`src/rtl/mhpq_pkg.sv`:
```
`timescale 1ns / 1ps

package mhpq_pkg;

  localparam int DEPTH_DEF = 1024;
  localparam int DATA_W    = 32;
  localparam int COUNT_W   = 11;
  localparam int ERR_W     = 2;

  // Operation kinds
  localparam logic KIND_PUSH = 1'b0;
  localparam logic KIND_POP  = 1'b1;

  // Error codes
  localparam logic [ERR_W-1:0] ERR_NONE  = 2'd0;
  localparam logic [ERR_W-1:0] ERR_EMPTY = 2'd1;
  localparam logic [ERR_W-1:0] ERR_FULL  = 2'd2;

  // Datapath commands
  localparam int CMD_W = 4;
  localparam logic [CMD_W-1:0] CMD_IDLE      = 4'd0;
  localparam logic [CMD_W-1:0] CMD_PUSH_INIT = 4'd1;
  localparam logic [CMD_W-1:0] CMD_POP_INIT  = 4'd2;
  localparam logic [CMD_W-1:0] CMD_LOAD_LAST = 4'd3;
  localparam logic [CMD_W-1:0] CMD_UP_READ   = 4'd4;
  localparam logic [CMD_W-1:0] CMD_UP_STEP   = 4'd5;
  localparam logic [CMD_W-1:0] CMD_DOWN_READ = 4'd6;
  localparam logic [CMD_W-1:0] CMD_DOWN_STEP = 4'd7;
  localparam logic [CMD_W-1:0] CMD_PLACE     = 4'd8;
  localparam logic [CMD_W-1:0] CMD_REPORT    = 4'd9;

  typedef struct packed {
    logic [CMD_W-1:0] op;
    logic [ERR_W-1:0] err;
  } cmd_t;

  typedef struct packed {
    logic node_gt1;   // sift-up node is below the root
    logic parent_gt;  // parent larger than the moving value
    logic has_child;  // sift-down node has at least one child
    logic down_move;  // smaller child is below the moving value
    logic empty;
    logic full;
  } sts_t;

endpackage

```
`src/rtl/mhpq_ctrl.sv`:
```
`timescale 1ns / 1ps

module mhpq_ctrl (
  input  logic          clk,
  input  logic          rst,
  input  logic          in_valid,
  output logic          in_ready,
  input  logic          kind,
  output logic          out_valid,
  input  logic          out_ready,
  input  mhpq_pkg::sts_t sts,
  output mhpq_pkg::cmd_t cmd
);
  import mhpq_pkg::*;

  localparam logic [2:0] S_IDLE   = 3'd0;
  localparam logic [2:0] S_UP_CHK = 3'd1;
  localparam logic [2:0] S_UP_CMP = 3'd2;
  localparam logic [2:0] S_LOAD   = 3'd3;
  localparam logic [2:0] S_DN_CHK = 3'd4;
  localparam logic [2:0] S_DN_CMP = 3'd5;
  localparam logic [2:0] S_REPORT = 3'd6;

  logic [2:0]       state, state_next;
  logic [ERR_W-1:0] err_reg, err_next;

  assign in_ready = (state == S_IDLE);

  always_comb begin
    state_next = state;
    err_next   = err_reg;
    cmd.op     = CMD_IDLE;
    cmd.err    = err_reg;
    unique case (state)
      S_IDLE: begin
        if (in_valid) begin
          if (kind == KIND_PUSH) begin
            if (sts.full) begin
              err_next   = ERR_FULL;
              state_next = S_REPORT;
            end else begin
              err_next   = ERR_NONE;
              cmd.op     = CMD_PUSH_INIT;
              state_next = S_UP_CHK;
            end
          end else begin
            if (sts.empty) begin
              err_next   = ERR_EMPTY;
              state_next = S_REPORT;
            end else begin
              err_next   = ERR_NONE;
              cmd.op     = CMD_POP_INIT;
              state_next = S_LOAD;
            end
          end
        end
      end
      S_UP_CHK: begin
        if (sts.node_gt1) begin
          cmd.op     = CMD_UP_READ;
          state_next = S_UP_CMP;
        end else begin
          cmd.op     = CMD_PLACE;
          state_next = S_REPORT;
        end
      end
      S_UP_CMP: begin
        cmd.op     = CMD_UP_STEP;
        state_next = sts.parent_gt ? S_UP_CHK : S_REPORT;
      end
      S_LOAD: begin
        cmd.op     = CMD_LOAD_LAST;
        state_next = S_DN_CHK;
      end
      S_DN_CHK: begin
        if (sts.has_child) begin
          cmd.op     = CMD_DOWN_READ;
          state_next = S_DN_CMP;
        end else begin
          cmd.op     = CMD_PLACE;
          state_next = S_REPORT;
        end
      end
      S_DN_CMP: begin
        cmd.op     = CMD_DOWN_STEP;
        state_next = sts.down_move ? S_DN_CHK : S_REPORT;
      end
      S_REPORT: begin
        if (!out_valid || out_ready) begin
          cmd.op     = CMD_REPORT;
          state_next = S_IDLE;
        end
      end
      default: begin
        state_next = S_IDLE;
      end
    endcase
  end

  always_ff @(posedge clk) begin
    if (rst) begin
      state     <= S_IDLE;
      err_reg   <= ERR_NONE;
      out_valid <= 1'b0;
    end else begin
      state   <= state_next;
      err_reg <= err_next;
      if (cmd.op == CMD_REPORT) begin
        out_valid <= 1'b1;
      end else if (out_ready) begin
        out_valid <= 1'b0;
      end
    end
  end

`ifndef NO_ASSERTIONS
  a_one_in_flight: assert property (@(posedge clk) disable iff (rst)
    (in_valid && in_ready) |=> !in_ready)
    else $error("second beat accepted while an operation is in flight");

  a_report_slot_free: assert property (@(posedge clk) disable iff (rst)
    (cmd.op == CMD_REPORT) |-> (!out_valid || out_ready))
    else $error("result loaded over an untaken beat");

  a_out_held: assert property (@(posedge clk) disable iff (rst)
    (out_valid && !out_ready) |=> out_valid)
    else $error("result beat dropped before it was taken");
`endif

endmodule

```
`config.mk`:
```
export PLATFORM = sky130hd
export DESIGN_NAME = mhpq_ctrl
export DESIGN_NICKNAME = d
export VERILOG_FILES = /design/src/rtl/mhpq_pkg.sv /design/src/rtl/mhpq_ctrl.sv
export SDC_FILE = /design/constraint.sdc
export NUM_CORES = 1
export LEC_CHECK = 0
export BUFFER_PORTS_ARGS = -buffer_cell sky130_fd_sc_hd__buf_2
export CAP_MARGIN = 20
export CORE_AREA = 5 5 42 44
export DETAILED_ROUTE_END_ITERATION = 16
export DIE_AREA = 0 0 47 49
export GPL_TIMING_DRIVEN = 0
export SYNTH_ARGS = -nofsm -noshare
export SYNTH_HDL_FRONTEND = slang
export SYNTH_SLANG_ARGS = --single-unit
```
`constraint.sdc`:
```
create_clock -name clk -period 2.6 [get_ports clk]
set_clock_uncertainty 0.1 [all_clocks]
set_input_delay 0.52 -clock clk [delete_from_list [all_inputs] [get_ports clk]]
set_output_delay 0.52 -clock clk [all_outputs]
set_load 0.02 [all_outputs]
```
Word-level counts from Yosys, hierarchy flattened:

Cells that the tools add are included.

* bits in registers: 6
* input port bits: 11
* logic and storage cells: 41

* mux-type cells: 23
* equality and inequality tests: 9
* reduce and logical (&&, ||, !) cells: 6

Operators with widths (number)
* 4-bit one-hot mux with 7 select lines: 1
* 3-bit two-way mux: 7
* 3-bit one-hot mux with 7 select lines: 1
* 4-bit two-way mux: 5
* 2-bit two-way mux: 5
* 3-bit == test, second input constant: 3
* 3-bit by 2-bit == test with 1-bit output, second input constant: 2
* 4-bit == test, second input constant: 1
* 1-bit two-way mux: 4
* 2-bit inequality test, second input constant: 2
* 2-bit AND reduction: 2
* 3-bit by 1-bit == test with 1-bit output, second input constant: 1
* 3-bit logical NOT: 1
* 2-bit nonzero test: 1
* 1-bit logical NOT: 1
* 1-bit logical OR: 1

Logic depth before layout (Yosys ltp):

* word-level depth: 6
* depth in mapped cells: 5
* mapped depth without buffers: 4

Least setup slack after synthesis:

No wires, ideal clock.

* path type: reg2out
* start point: reg state[0]
* end point: out cmd[5] (netlist name)
* data arrival time: 1318 ps
* data required time: 1980 ps
* path slack: 662 ps
* cell stages (with the launch flop): 4
* cells stage by stage: dfxtp_1 > buf_1 > nand2b_1 > o32ai_1

RTL lines
* from (decl): line mhpq_ctrl.sv:24 `logic [2:0] state, state_next;`
* from (signal assigned): line mhpq_ctrl.sv:106 `state <= state_next;`
* to (decl): line mhpq_ctrl.sv:12 `output mhpq_pkg::cmd_t cmd`

==> impl_metrics.py <==
metrics = {
    "worst_setup_path": {
        "cp_slowest_cell": "buf_1",
        "end_kind": "output port",
        "worst_ep_arrival_time_ns": 1.60,
        "crit_buf_inv": 2,
        "critPathTopFamily": "buffers and inverters",
        "crit_fanout": 10,
        "path_class": "flop to output port",
        "slowest_delay_ns": 0.38,
        "critPathRequiredTime_ns": 1.98,
        "critPathLaunchType": "flop",
        "crit_chain": "buf_1 -> o21ai_1 -> o41ai_1 -> nor2_1 -> a21oi_1 -> buf_2",
    },
    "placement": {
        "io_buffers": 18,
        "post-dp-hpwl_um": 922,
        "gp_congestion": 0.738,
        "post_dp_cell_area_um2": 547,
    },
    "power_and_ir_drop": {
        "p_clk_share_pct": 12.3,
        "combPwrFrac_pct": 67.6,
        "p_sw_mw": 0.343,
        "p_seq_share_pct": 20.1,
        "ir_drop_v": 0.000399,
        "powerDensity_nw_per_um2": 1220,
        "leakagePower_nw": 0.248,
        "intPower_mw": 0.350,
        "netSwitchingFraction_pct": 49.5,
    },
    "timing": {
        "worst_slew_pin_slew_ns": 0.443,
        "period_needed_ns": 2.22,
        "slew_headroom_pct": 70.5,
        "finalSetupViolCount": 0,
        "max_freq_ghz": 0.451,
        "rsz0062_at_grt": "false",
        "holdWs_ns": 0.352,
        "setup_tns_ns": 0,
        "hold_violations": 0,
        "report.final.slew_viol_count": 0,
        "fin_crit_sh_pct": 85.3,
    },
    "synthesis": {
        "synth_mux_area_share_pct": 2.29,
        "synth_cell_types": 32,
        "synth_compound_area_share_pct": 33.2,
        "synth_fa_ha_area_share_pct": 0,
        "synth-simple-area-share_pct": 30.1,
        "yosys_register_bits": 6,
        "yosysWarningCount": 0,
        "avgSynthCellArea_um2": 7.28,
        "synth_area_um2": 437,
        "synth-xor-area-share_pct": 0,
        "seq_area_frac_synth_pct": 27.5,
        "synth_nets": 71,
        "synth_top_family_by_area": "compound AO/OA/AOI/OAI gates",
        "postSynthCellCount": 60,
    },
    "layout": {
        "antenna_cells": 0,
        "fillCellCount": 164,
        "largest_reg_flops": 3,
        "stdcell_area_um2": 569,
        "layout-drive-gt1-share_pct": 29.6,
        "area_growth_pct": 30.4,
        "final_util_pct": 40.6,
        "fin_nets": 94,
    },
    "detailed_routing": {
        "dr.first_iter.drc_count": 12,
        "drt_first_pass_iters": 4,
        "ant_nets": 0,
        "drc_errors": 0,
        "wl_um": 1150,
        "vias": 491,
        "wl_per_cell_um": 11.9,
        "avgViaCountPerCell": 5.06,
    },
    "clock_network": {
        "cts_root_buffer": "clkbuf_4",
        "cts_tree": "built",
        "numCtsBuffers": 3,
        "clock-sinks": 6,
        "cts_setup_buffers": 0,
        "clockBufferDepth": 2,
        "insertion_delay_ns": 0.24,
        "h-tree-depth": 1,
        "clkTransAtPathRegs_ns": 0.04,
        "postCtsHoldBufs": 0,
        "post_cts_resized": 0,
    },
    "global_route": {
        "grt_pass1_vias": 493,
        "grtUsageTotal_pct": 11.5,
        "grt_first_pass_wirelength_um": 2000,
        "overflow": 0,
        "antenna_found_initial": 0,
        "grt_max_degree": 11,
    },
    "floorplan": {
        "row_count": 14,
        "fp.dieW_um": 47,
        "die_area_um2": 2300,
        "core_area_um2": 1400,
        "io_pins": 19,
        "die_y_um": 49,
        "start_util_pct": 31.2,
    },
    "run": {
        "cap_violations": 0,
    },
    "hold_path": {
        "min_path_type": "flop to flop",
    },
    "run_status": {
        "status": "finished, final reports clean",
    },
}
metrics by stage:
step                      total power [mW]  cells  worst slack, ns
after CTS                            0.699     97            0.377
after floorplan                      0.486     60            0.662
after detailed placement             0.610     94            0.624
after global placement               0.607     94            0.621
after global routing                 0.751     97            0.255
final                                0.693     97            0.382
per-layer routing:
layer  vias to the layer above  GRT usage (%)  part of all wire (%)
met4                         0           2.76                     0
met1                       210           15.9                    50
met3                         0           5.17                   5.7
met5                         -              0                     0
met2                        15           16.1                    44
li1                        266              -                     -
cell type report:
type,count,area (µm²),area share [%]
well taps,16,20.0,3.52
repair buffers,18,90.1,15.8
multi-input cells,47,287,50.3
inverters,3,11.3,1.98
clock buffers,3,22.5,3.96
plain buffers,4,18.8,3.30
flip-flops and latches,6,120,21.1
worst min-delay path, stage by stage (launching register included):
cell and delay, ns:
dfxtp_1 0.30, nand2_1 0.05, a21oi_1 0.05
placed cells by master, fill, tap and decap left out, drive strengths merged:
cell,Yosys,layout
a211oi,2,2
a21o,1,1
a21oi,6,6
a221o,1,1
a221oi,1,1
a22oi,1,1
buf,2,20
clkbuf,2,5
clkinv,1,1
dfxtp,6,6
inv,2,2
mux2i,1,1
nand2,10,10
nand2b,3,3
nand3b,1,1
nand4,1,1
nand4b,1,1
nor2,4,4
nor2b,1,1
nor3,1,1
nor4,1,1
o211ai,1,1
o21ai,3,3
o21bai,1,1
o221ai,1,1
o311a,1,1
o32ai,1,1
o41ai,1,1
or3,1,1
or3b,1,1
power by group through the flow:
stage                     clock network (mW)  logic (mW)  registers (mW)
after floorplan                            0       0.343           0.143
after global placement                     0       0.468           0.139
after detailed placement                   0       0.470           0.140
after CTS                             0.0872       0.473           0.139
after global routing                  0.0912       0.515           0.144
final                                 0.0850       0.468           0.139
synthesized netlist by cell type (all sizes together):
master	n	area, µm²
nand3b	1	7.51
o311a	1	10.0
a221o	1	10.0
o221ai	1	8.76
clkinv	1	3.75
a21oi	6	30.0
o211ai	1	7.51
o41ai	1	8.76
clkbuf	2	7.51
or3b	1	8.76
nand4b	1	8.76
a211oi	2	15.0
nand2	10	37.5
o21bai	1	7.51
mux2i	1	10.0
buf	2	11.3
o32ai	1	8.76
nand4	1	6.26
nor4	1	6.26
nand2b	3	18.8
o21ai	3	15.0
nor2	4	15.0
a21o	1	7.51
a22oi	1	7.51
or3	1	6.26
nor3	1	10.0
nor2b	1	6.26
dfxtp	6	120
a221oi	1	8.76
inv	2	7.50
final timing paths:
| check | start | end | slack [ns] | cells after the start |
|---|---|---|---|---|
| setup / recovery | state[0] | cmd[3] | 0.38 | 6 |
| hold / removal | err_reg[1] | err_reg[1] | 0.35 | 2 |
| setup reg to reg | state[1] | state[2] | 1.06 | 5 |
| hold reg to reg | err_reg[1] | err_reg[1] | 0.35 | 2 |
cells by family after synthesis:
group	count (synthesis)
simple gates	25
compound gates	21
buf+inv	7
flops	6
mux	1
(Power assumes the default switching activity.)
